`src/sv/fspd_pkg.sv`:
```
// Package: shared constants, types and helpers for the palette dither core.
package fspd_pkg;

	localparam int MAX_PALETTE = 256;
	localparam int MAX_WIDTH = 4096;
	localparam int ERROR_BITS = 20;

	localparam int COMP_BITS = 16;
	localparam int ROW_WIDTH_BITS = 13;
	localparam int PALETTE_COUNT_BITS = 9;
	localparam int CFG_BITS = 13;
	localparam int ENTRY_INDEX_BITS = 8;
	localparam int PALETTE_INDEX_BITS = 8;

	localparam int IDX_BITS = $clog2(MAX_PALETTE);
	localparam int COL_BITS = $clog2(MAX_WIDTH);
	localparam int W_BITS = (COL_BITS + 1 > ROW_WIDTH_BITS) ? COL_BITS + 1 : ROW_WIDTH_BITS;
	localparam int N_BITS = (IDX_BITS + 1 > PALETTE_COUNT_BITS) ? IDX_BITS + 1 : PALETTE_COUNT_BITS;

	localparam int T_BITS = ERROR_BITS + 2;
	localparam int PROD_BITS = T_BITS + (T_BITS - 8);
	localparam int DIST_BITS = PROD_BITS + 2;
	localparam int WIDE_BITS = ERROR_BITS + 6;

	localparam int ENT_BITS = 3 * COMP_BITS;
	localparam int ERR_WORD_BITS = 3 * ERROR_BITS;

	localparam int ROW_WIDTH_RESET = 640;
	localparam int PALETTE_COUNT_RESET = 256;

	typedef enum logic [0:0] {
		REG_ROW_WIDTH     = 1'b0,
		REG_PALETTE_COUNT = 1'b1
	} reg_idx_t;

	typedef enum logic [3:0] {
		ST_CLR,
		ST_IDLE,
		ST_PIX,
		ST_VAL,
		ST_C0,
		ST_C1,
		ST_C2,
		ST_DIFF,
		ST_WR2,
		ST_DONE
	} state_t;

	typedef logic signed [ERROR_BITS-1:0] err_t;
	typedef logic signed [WIDE_BITS-1:0] wide_t;
	typedef logic signed [T_BITS-1:0] t_t;
	typedef logic signed [PROD_BITS-1:0] prod_t;
	typedef logic signed [DIST_BITS-1:0] dist_t;

	localparam wide_t SAT_HI = wide_t'((64'sd1 <<< (ERROR_BITS - 1)) - 64'sd1);
	localparam wide_t SAT_LO = wide_t'(-(64'sd1 <<< (ERROR_BITS - 1)));

	function automatic err_t sat(input wide_t v);
		err_t r;
		if (v > SAT_HI) r = err_t'(SAT_HI);
		else if (v < SAT_LO) r = err_t'(SAT_LO);
		else r = err_t'(v);
		return r;
	endfunction

	// divide by 16, truncating toward zero
	function automatic wide_t div16(input wide_t v);
		wide_t r;
		if (v < 0) r = (v + wide_t'(15)) >>> 4;
		else r = v >>> 4;
		return r;
	endfunction

endpackage

```
`src/sv/fspd_dist_unit.sv`:
```
// Shared distance term unit: t * floor(t / 256) for one color component.
module fspd_dist_unit (
	input  logic [fspd_pkg::COMP_BITS-1:0] comp,
	input  fspd_pkg::err_t                 val,
	output fspd_pkg::prod_t                prod
);

	fspd_pkg::t_t t;
	logic signed [fspd_pkg::T_BITS-9:0] fs;

	assign t = fspd_pkg::t_t'({1'b0, comp}) - fspd_pkg::t_t'(val);
	assign fs = t[fspd_pkg::T_BITS-1:8];
	assign prod = t * fs;

endmodule
```
`config.mk`:
```
export PLATFORM = sky130hd
export DESIGN_NAME = fspd_dist_unit
export DESIGN_NICKNAME = d
export VERILOG_FILES = /design/src/sv/fspd_pkg.sv /design/src/sv/fspd_dist_unit.sv
export SDC_FILE = /design/constraint.sdc
export NUM_CORES = 1
export LEC_CHECK = 0
export ABC_CLOCK_PERIOD_IN_PS = 11300
export BUFFER_PORTS_ARGS = -buffer_cell sky130_fd_sc_hd__buf_2
export CORE_MARGIN = 3
export CORE_UTILIZATION = 25
export DETAILED_ROUTE_END_ITERATION = 6
export PLACE_DENSITY = 0.43
export SYNTH_ARGS = -nofsm -noshare
export SYNTH_HDL_FRONTEND = slang
export SYNTH_SLANG_ARGS = --single-unit
```
`constraint.sdc`:
```
create_clock -name vclk -period 11.3
set_clock_uncertainty 0.15 [all_clocks]
set_input_delay 1.695 -clock vclk [all_inputs]
set_output_delay 1.695 -clock vclk [all_outputs]
set_load 0.01 [all_outputs]
```
==> flow_summary.html <==
<table>
<tr><th>Metric</th><th>Value</th></tr>
<tr><th colspan="2">Drt</th></tr>
<tr><td>Final antenna-violating net count</td><td>0</td></tr>
<tr><td>Wire length per cell after detailed routing</td><td>15.1 um</td></tr>
<tr><td>DRC Markers</td><td>0</td></tr>
<tr><td>Total wire length after detailed routing</td><td>27.0 mm</td></tr>
<tr><td>DRC violation total after the first TritonRoute iteration</td><td>298</td></tr>
<tr><td>Via density per instance</td><td>4.28</td></tr>
<tr><td>Number of search-and-repair iterations in the first detailed-routing pass</td><td>4</td></tr>
<tr><td>Via Count</td><td>7651</td></tr>
<tr><th colspan="2">Timing</th></tr>
<tr><td>Max transition margin</td><td>53.3%</td></tr>
<tr><td>Final count of pins violating max slew</td><td>0</td></tr>
<tr><td>Slew @ Worst Pin</td><td>0.695 ns</td></tr>
<tr><td>Final cycle utilization of the critical path</td><td>97.4%</td></tr>
<tr><td>Clock period minus worst slack</td><td>11.01 ns</td></tr>
<tr><td>Post-route worst setup slack</td><td>~0.29 ns</td></tr>
<tr><td>RSZ-0062 raised after global routing</td><td>true</td></tr>
<tr><td>Setup Viol. Count Final</td><td>0</td></tr>
<tr><td>Number of hold-slack violations in the final timing report</td><td>0</td></tr>
<tr><td>Highest achievable clock rate</td><td>about 90 MHz</td></tr>
<tr><th colspan="2">Floorplan</th></tr>
<tr><td>Full die area</td><td>41600 um2</td></tr>
<tr><td>Boundary pin count</td><td>72</td></tr>
<tr><td>Starting density of the core</td><td>roughly a quarter</td></tr>
<tr><td>Die height</td><td>slightly above 200 um</td></tr>
<tr><td>Number of standard-cell rows in the floorplan</td><td>71</td></tr>
<tr><td>Core area</td><td>38100 um2</td></tr>
<tr><td>Die span in x</td><td>204 um</td></tr>
<tr><th colspan="2">Setup path</th></tr>
<tr><td>Kind of end point of the critical path</td><td>primary output</td></tr>
<tr><td>Biggest fanout along the worst timing path</td><td>7</td></tr>
<tr><td>Cell occurring most often along the worst timing path</td><td>fa_1</td></tr>
<tr><td>Data required time at the worst endpoint</td><td>9.46 ns</td></tr>
<tr><td>Critical Path AT</td><td>9.17 ns</td></tr>
<tr><td>Critical path type</td><td>in -&gt; out</td></tr>
<tr><td>Critical Path Start Type</td><td>input pin</td></tr>
<tr><td>Slowest CP cell</td><td>fa_1</td></tr>
<tr><td>Delay of the slowest cell on the worst path</td><td>0.61 ns</td></tr>
<tr><th colspan="2">Synthesis</th></tr>
<tr><td>Most numerous cell types in the synthesized netlist</td><td>inv_1, fa_1, nand2_1</td></tr>
<tr><td>Largest cells by area after synthesis</td><td>fa_1, ha_1, inv_1</td></tr>
<tr><td>Part of the Yosys area used for sequential elements</td><td>0%</td></tr>
<tr><td>Synthesis Warnings</td><td>0</td></tr>
<tr><td>Number of distinct standard cells referenced by the synthesized netlist</td><td>67</td></tr>
<tr><td>Library cell with the highest instance count after synthesis</td><td>inv_1</td></tr>
<tr><td>Post-synthesis instance area</td><td>9800 um2</td></tr>
<tr><td>Average size of a mapped cell</td><td>8.85 um2</td></tr>
<tr><td>Leading area contributor after synthesis</td><td>fa_1</td></tr>
<tr><td>Number of cells produced by synthesis</td><td>1107</td></tr>
<tr><td>Mapped Nets</td><td>1478</td></tr>
<tr><td>Fraction of synthesized cell area taken by the top area cell type</td><td>between 40% and 50%</td></tr>
<tr><th colspan="2">Place</th></tr>
<tr><td>HPWL after detailed placement</td><td>roughly 24 mm</td></tr>
<tr><td>Worst Setup Slack post-DPL</td><td>-0.265 ns</td></tr>
<tr><td>Number of instances in the placed design</td><td>1763</td></tr>
<tr><td>Placed cell area</td><td>11400 um2</td></tr>
<tr><td>Final weighted congestion in routability-driven placement</td><td>0.808</td></tr>
<tr><td>Port-buffer cells</td><td>slightly above 70</td></tr>
<tr><th colspan="2">Final layout</th></tr>
<tr><td>Register Area</td><td>0 um2</td></tr>
<tr><td>FF+latch count</td><td>0</td></tr>
<tr><td>Antenna diode count</td><td>0</td></tr>
<tr><td>Relative area change from synthesis to final layout</td><td>23.5%</td></tr>
<tr><td>Fin util</td><td>31.7%</td></tr>
<tr><td>Layout cell share with drive strength beyond 1</td><td>23.0%</td></tr>
<tr><td>Post-route cell area</td><td>approximately 12000 um2</td></tr>
<tr><td>Total of fill cells in the finished design</td><td>4092</td></tr>
<tr><td>Number of nets in the layout</td><td>1649</td></tr>
<tr><td>Cell Count, Final, Fillers Out</td><td>roughly 1800</td></tr>
<tr><td>Layout clock buffers</td><td>0</td></tr>
<tr><th colspan="2">Global routing</th></tr>
<tr><td>Largest net degree at the start of global routing</td><td>20</td></tr>
<tr><td>GRT Overall Usage</td><td>13.2%</td></tr>
<tr><td>Total overflow reported by the global router</td><td>0</td></tr>
<tr><td>Initial antenna violation count</td><td>1</td></tr>
<tr><td>Via count of the first global-routing pass</td><td>8484</td></tr>
<tr><td>Wire length of the first global-routing pass</td><td>44.4 mm</td></tr>
<tr><th colspan="2">Clocking</th></tr>
<tr><td>Total of hold buffers inserted after clock tree synthesis</td><td>0</td></tr>
<tr><th colspan="2">Run status</th></tr>
<tr><td>Run status</td><td>finished, final reports clean</td></tr>
<tr><th colspan="2">Run</th></tr>
<tr><td>Max-Cap Viols</td><td>0</td></tr>
<tr><th colspan="2">Min path</th></tr>
<tr><td>Type of the worst min-delay path</td><td>in -&gt; out</td></tr>
</table>
per-layer routing:
metal	vias up	GRT usage (%)	share of wire (%)
met5	-	0	0.074
met4	2	0.885	0.66
met3	14	0.541	3.1
met2	85	24.3	52
met1	3883	17.9	44
li1	3667	-	-
repair_timing:
action	CTS	global route
setup buffers	2	22
pin swaps	1	42
resized for setup	9	87
setup endpoints to repair	11	13
per-stage QoR:
step	hold slack [ns]	setup TNS, ns
global route	3.81	-0.181
detailed placement	3.97	-1.48
floorplan	3.69	0
CTS	3.98	0
finish	3.77	0
global placement	3.99	-1.82
kinds of logic (layout without fill, tap and decap cells):
kind of cell	Yosys count	in the layout	share of synthesized area (%)
and+or+nand+nor	299	299	13.0
xor gates and xnor gates	56	56	5.43
AOI/OAI and AO/OA	117	117	8.58
buffers and inverters	298	467	12.2
muxes	2	2	0.204
adders and majority gates	335	335	60.6
cells in the final DEF (no fill, tap or decap), drive strengths merged, types with 4 or more instances in the layout:
master / instances
a211oi: 5
a31oi: 4
nor2: 99
o211ai: 8
nand2: 152
nand3: 5
o21bai: 6
xor2: 15
o21ai: 16
xnor2: 41
nor3: 5
inv: 263
a21o: 15
o21a: 8
nand2b: 6
ha: 103
buf: 203
fa: 232
and2: 15
a21oi: 33
o31ai: 4
layout make-up:
type | instances | area (um2) | share of cell area (%)
well taps | 511 | 639 | 5.28
inverters | 264 | 1000 | 8.26
repair buffers | 203 | 1420 | 11.8
multi-input cells | 809 | 9040 | 74.7
critical path: cells and delay by family:
family          cells  cell delay, ns
xor+xnor            1            0.17
simple gates        4            0.53
fa+ha+maj           9            3.66
buf+inv             8            0.96
compound gates     11            2.14
path summary, 6_finish.rpt:
check     from        to  cells past startpoint
max    comp[0]  prod[33]                     33
min     val[0]   prod[0]                      4
Power is not shown: default switching activity piles up to over one toggle a cycle in this logic, so the estimate is an artifact.
