**config.mk**
```make
export PLATFORM = sky130hd
export DESIGN_NAME = fspd_ram
export DESIGN_NICKNAME = d
export VERILOG_FILES = /design/src/sv/fspd_ram.sv
export SDC_FILE = /design/constraint.sdc
export NUM_CORES = 1
export LEC_CHECK = 0
export BUFFER_PORTS_ARGS = -buffer_cell sky130_fd_sc_hd__buf_4
export CAP_MARGIN = 20
export CORE_MARGIN = 3
export CORE_UTILIZATION = 24
export DETAILED_ROUTE_END_ITERATION = 6
export PLACE_DENSITY = 0.4
export SETUP_SLACK_MARGIN = 0.1
export SKIP_LAST_GASP = 1
export SLEW_MARGIN = 20
export SYNTH_ARGS = -nofsm -noshare
export SYNTH_HDL_FRONTEND = slang
export SYNTH_SLANG_ARGS = --single-unit
export TNS_END_PERCENT = 20
```
**constraint.sdc**
```tcl
create_clock -name clk -period 1.7 [get_ports clk]
set_input_delay 0.34 -clock clk [delete_from_list [all_inputs] [get_ports clk]]
set_output_delay 0.34 -clock clk [all_outputs]
set_load 0.02 [all_outputs]
```
**src/sv/fspd_ram.sv**
```systemverilog
// Generic single write port RAM with registered read.
module fspd_ram #(
	parameter int WIDTH = 8,
	parameter int DEPTH = 16
) (
	input  logic                     clk,
	input  logic                     we,
	input  logic [$clog2(DEPTH)-1:0] waddr,
	input  logic [WIDTH-1:0]         wdata,
	input  logic [$clog2(DEPTH)-1:0] raddr,
	output logic [WIDTH-1:0]         rdata
);

	logic [WIDTH-1:0] mem [DEPTH];

	always_ff @(posedge clk) begin
		if (we) mem[waddr] <= wdata;
		rdata <= mem[raddr];
	end

endmodule

```
==> metrics.cfg, run 1 <==
[yosys]
synth.cell_area_um2=5150
ys_top_cells_by_count=128 x edfxtp_1, 18 x mux4_2, 16 x a22oi_1
synth_most_common_cell=edfxtp_1
synthArstFlopShare_pct=0
synth_ff_type=edfxtp_1
synth_edf_count=128
syn_inst=229
synth_cell_types=19
synth_seq_cells=136
ys_warn_count=0
synth_nets=247
yosys-top-cells-area=edfxtp_1 75%, mux4_2 7.9%, mux4_1 7.1%, dfxtp_1 3.1%, a22oi_1 2.3%
synth_area_leader_cell=edfxtp_1
syn_area_per_cell_um2=22.5
seq_area_frac_synth_pct=77.8
yosys.area.top_type_share_pct=74.7

[status]
status=finished clean

[global_route]
grt_pass1_wl_um=17600
track_usage_pct=10.6
use_met3_pct=3.21
grt.busiest_layer=met2
antenna_found_initial=0
grt.overflow.total=0
grtUsageMet2_pct=16.2
grt_max_degree=17
grt_pass1_vias=2611
grt.met1_usage_pct=14.6

[finish]
insertedDiodeCount=0
areaGrowthSynthToFinish_pct=26.6
final_cell_area_um2=6520
drive_gt1_share_pct=33.8
num-fill-cells=2003
fin_nets=310

[die]
die_h_um=152
initial_core_util_pct=25.0
io_pins=26
core_region_area_um2=20600
fp.dieW_um=152
fp-row-count=52
dieArea_um2=23200

[worst_setup_path]
cp_top_family=multiplexers
critical_path_arrival_ns=1.70
critPathKind=flop to flop
cp_cell_sequence=mux4_2 > a22oi_1 > nand2_1
slowest_delay_ns=0.49
critPathRequiredTime_ns=1.99
reg2regPathDepth=3
start_kind=flop
critPathSlowestCell=mux4_2
end_kind=flop
crit_buf_inv=0
crit_cells=3
crit_fanout=1

[route]
wire_per_inst_um=20.6
detail_route.iter0.violations=145
post_drt_via_cell_ratio=4.22
drc_errors=0
totalWireLength_um=11800
firstDrtPassIters=4
vias=2429
ant_nets=0

[sta]
fin_skew_ns=0.00393
worst_slew_pin_slew_ns=0.893
fin_crit_sh_pct=83.2
rsz0062_at_grt=no
fin_crit_ns=1.41
max_freq_ghz=0.707
relSlewSlack_pct=40.3
hold_viol=0
setup_viol=0
whs_ns=0.235
drv_slew=0

[cts]
cts_resized=0
clk_pin_slew_ns=0.06
clock_path_buffers=2
htreeDepth=4
cts_root_buf=clkbuf_16
cts_setup_buffers=0
cts_buffers=17
worstSkewPairLatency_ns=0.41
cts_tree=yes
numClockSinks=136
postCtsHoldBufs=0

[pwr]
p_leak_uw=0.00219
peakVddDrop_mv=0.691
powerDensity_nw_per_um2=1270

[placement]
port_buffers=25
dpl_cell_area_um2=5860
place.gp.congestion=0.705
dp_hpwl_um=7680

[worst_hold_path]
holdPathStages=1
hold_class=input port to flop

[flow_run]
drv_cap=0

==> cells in the final DEF, fill, tap and decap left out, types with 4 or more instances in the layout <==
cell         n
nand2_1      9
edfxtp_1   128
mux4_1      14
clkbuf_16   17
buf_12       4
nor2_1      13
bufinv_16    6
a22oi_1     16
mux4_2      18
buf_4       50
dfxtp_1      8
==> final timing paths <==
check | to | start | slack [ns]
max | rdata[0]$_DFF_P_ | mem[15][0]$_DFFE_PP_ | 0.29
min | mem[15][4]$_DFFE_PP_ | wdata[4] | 0.23
max reg2reg | rdata[0]$_DFF_P_ | mem[15][0]$_DFFE_PP_ | 0.29
min reg2reg | rdata[5]$_DFF_P_ | mem[9][5]$_DFFE_PP_ | 0.68
==> registers in the layout, summed over array words and instances (netlist names) <==
signal	flops
rdata	8
mem	128
==> power by group <==
part	internal, µW	switching (µW)	total (µW)
Sequential	3750	25.6	3770
Combinational	194	238	432
Clock	2730	1340	4070
==> kinds of logic after synthesis <==
| logic type | share of synthesized area, % |
|---|---|
| compound gates | 2.33 |
| buf+inv | 1.68 |
| flops | 77.8 |
| mux | 15.0 |
| simple gates | 3.18 |
==> cell type report <==
cell class	count	area, µm²	share of cell area [%]
Multi-Input combinational cell	83	1060	16.3
Sequential cell	136	4000	61.4
Clock buffer	18	429	6.58
Clock inverter	14	229	3.51
Timing Repair Buffer	54	455	6.99
Tap cell	270	338	5.18
==> metrics by stage <==
step	setup TNS [ns]	utilization (%)	std cells	setup slack [ns]	total power, µW
finish	0	31.6	575	0.286	8280
global route	0	31.6	575	0.212	8560
CTS	0	31.6	575	0.254	8390
detailed placement	-0.438	28.4	543	-0.121	4290
global placement	-0.434	28.4	543	-0.129	4280
floorplan	0	-	229	0.0939	4050
==> worst reg2reg max path: stages (launching register included) <==
cell and delay, ns:
edfxtp_1 0.36, mux4_2 0.49, a22oi_1 0.33, nand2_1 0.10
==> routing by layer <==
layer	part of all wire [%]	wire length (µm)
met1	48	5670
met2	47	5600
met3	3.4	404
met4	1.2	144
met5	0	0
Power figures use the tool's default switching activity.
==> inputs of run 2 (changes only) <==
--- a/config.mk
+++ b/config.mk
@@ -10,7 +10,7 @@
 export CORE_MARGIN = 3
 export CORE_UTILIZATION = 24
 export DETAILED_ROUTE_END_ITERATION = 6
-export PLACE_DENSITY = 0.4
+export PLACE_DENSITY = 0.39
 export SETUP_SLACK_MARGIN = 0.1
 export SKIP_LAST_GASP = 1
 export SLEW_MARGIN = 20
==> constraint.sdc (replaced) <==
create_clock -name clk -period 1.34 [get_ports clk]
set_input_delay 0.268 -clock clk [delete_from_list [all_inputs] [get_ports clk]]
set_output_delay 0.268 -clock clk [all_outputs]
set_load 0.02 [all_outputs]
==> metrics.cfg, run 2 (synthesized netlist as in run 1, its figures left out) <==
[worst_setup_path]
critPathSlowestCell=mux4_2
crit_fanout=1  ; unchanged
slowest_delay_ns=0.49  ; about the same
critPathRequiredTime_ns=1.64  ; -0.35 ns
critical_path_arrival_ns=1.57  ; -0.13 ns
crit_buf_inv=0  ; unchanged
end_kind=flop
start_kind=flop
cp_cell_sequence=mux4_2 > a22oi_2 > nand2_1
critPathKind=flop to flop
cp_top_family=multiplexers

[sta]
setup_viol=0  ; unchanged
relSlewSlack_pct=26.3  ; -14 points
tns_ns=0  ; unchanged
fin_skew_ns=0.00512  ; +0.00119 ns
fin_crit_ns=1.28  ; -0.137 ns
hold_viol=0  ; unchanged
worst_slew_pin_slew_ns=1.10  ; +0.211 ns
fin_crit_sh_pct=95.3  ; +12 points
max_freq_ghz=0.783  ; +11%
whs_ns=0.173  ; -0.0623 ns
rsz0062_at_grt=yes
drv_slew=0  ; unchanged

[route]
firstDrtPassIters=4  ; unchanged
wire_per_inst_um=20.1  ; -2.1%
drc_errors=0  ; unchanged
ant_nets=0  ; unchanged
post_drt_via_cell_ratio=4.23  ; +0.23%
detail_route.iter0.violations=167  ; +15%
totalWireLength_um=11900  ; +0.45%
vias=2498  ; +2.8%

[global_route]
grt_pass1_vias=2691  ; +3.1%
track_usage_pct=10.8  ; +0.15 points
grt.overflow.total=0  ; unchanged
grt_pass1_wl_um=18000  ; +2.0%
antenna_found_initial=0  ; unchanged
grt_max_degree=22  ; +5

[die]
io_pins=26  ; unchanged
initial_core_util_pct=25.0  ; unchanged
die_h_um=152  ; unchanged
fp-row-count=52  ; unchanged
fp.dieW_um=152  ; unchanged
dieArea_um2=23200  ; unchanged
core_region_area_um2=20600  ; unchanged

[cts]
clock_path_buffers=2  ; unchanged
cts_buffers=17  ; unchanged
numClockSinks=136  ; unchanged
cts_root_buf=clkbuf_16
clk_pin_slew_ns=0.06  ; about the same
cts_setup_buffers=0  ; unchanged
cts_tree=yes
htreeDepth=4  ; unchanged
worstSkewPairLatency_ns=0.41  ; about the same

[status]
status=finished clean

[pwr]
powerDensity_nw_per_um2=1530  ; +21%
peakVddDrop_mv=0.807  ; +17%
fin_total_pwr_uw=10200  ; +23%
p_leak_uw=0.00225  ; +2.5%

[placement]
port_buffers=25  ; unchanged
dpl_cell_area_um2=6010  ; +2.6%
place.gp.congestion=0.702  ; -0.47%
dp_hpwl_um=8200  ; +6.7%

[finish]
insertedDiodeCount=0  ; unchanged
final_cell_area_um2=6640  ; +1.9%
largest_reg_flops=128  ; unchanged
regMostFlops=mem
fin_nets=325  ; +4.8%
final_cell_mix=128 x edfxtp_1, 64 x buf_4, 22 x mux4_2
drive_gt1_share_pct=40.9  ; +7.2 points
largestRegisters=mem: 128 flops, rdata: 8 flops
multi_input_area_um2=1110  ; +4.4%
areaGrowthSynthToFinish_pct=29.0
num-fill-cells=1990  ; -0.65%
regArea_um2=4000  ; unchanged
final_common_cell=edfxtp_1

[flow_run]
drv_cap=0  ; unchanged

[worst_hold_path]
hold_class=input port to flop

[run 2: cell count changes in the layout (fill, tap and decap cells not counted), moves of 2 or more]
cell       previous run  this run
a22oi_1              16         9
a22oi_2               0         7
nor2_1               13        10
bufinv_16             6         4
buf_4                50        64
mux4_2               18        22
mux4_1               14        10
nor2_2                0         2
[run 2: timing repair]
action | CTS | global route
hold buffers | 0 | 0
gates resized for setup | 6 | 5
pin swaps | 1 | 4
endpoints found under the setup margin | 9 | 16
[run 2: through the flow]
stage	utilization, %	std cells	setup WS (ns)
CTS	32.2	590	0.0280
detailed placement	29.1	558	-0.422
global placement	29.1	558	-0.438
finish	32.2	590	0.0625
floorplan	-	229	-0.120
global route	32.2	590	0.0177
[run 2: layout make-up]
cell class	count	area share [%]
clock inverter	13	2.68
tap	270	5.09
multi-input combinational	83	16.7
clock buffer	19	6.52
timing repair buffer	69	8.74
sequential	136	60.3
[run 2: power breakdown]
part / switching, µW / internal [µW] / leakage, µW
Combinational: 317 / 269 / 0.000735
Clock: 1700 / 3100 / 0.000290
Sequential: 34.3 / 4760 / 0.00122
Total: 2060 / 8120 / 0.00225
[run 2: worst register-to-register path: cells and delay by family, from the launching register on]
family             cells  cell delay [ns]
DFF                    1             0.36
muxes                  1             0.49
and+or+nand+nor        1             0.08
AOI/OAI and AO/OA      1             0.24
[run 2: metal layers]
layer	vias to the layer above	track usage, %	wire length (µm)
li1	1127	-	-
met1	1319	15.0	5790
met2	41	15.9	5540
met3	11	3.66	401
met4	0	3.44	138
met5	-	0	0
[run 2: final timing paths]
check	start	slack, ns	endpoint	cells after the start
setup / recovery	mem[11][6]$_DFFE_PP_	0.06	rdata[6]$_DFF_P_	3
hold / removal	wdata[7]	0.17	mem[14][7]$_DFFE_PP_	1
setup reg to reg	mem[11][6]$_DFFE_PP_	0.06	rdata[6]$_DFF_P_	3
hold reg to reg	mem[11][3]$_DFFE_PP_	0.68	rdata[3]$_DFF_P_	3
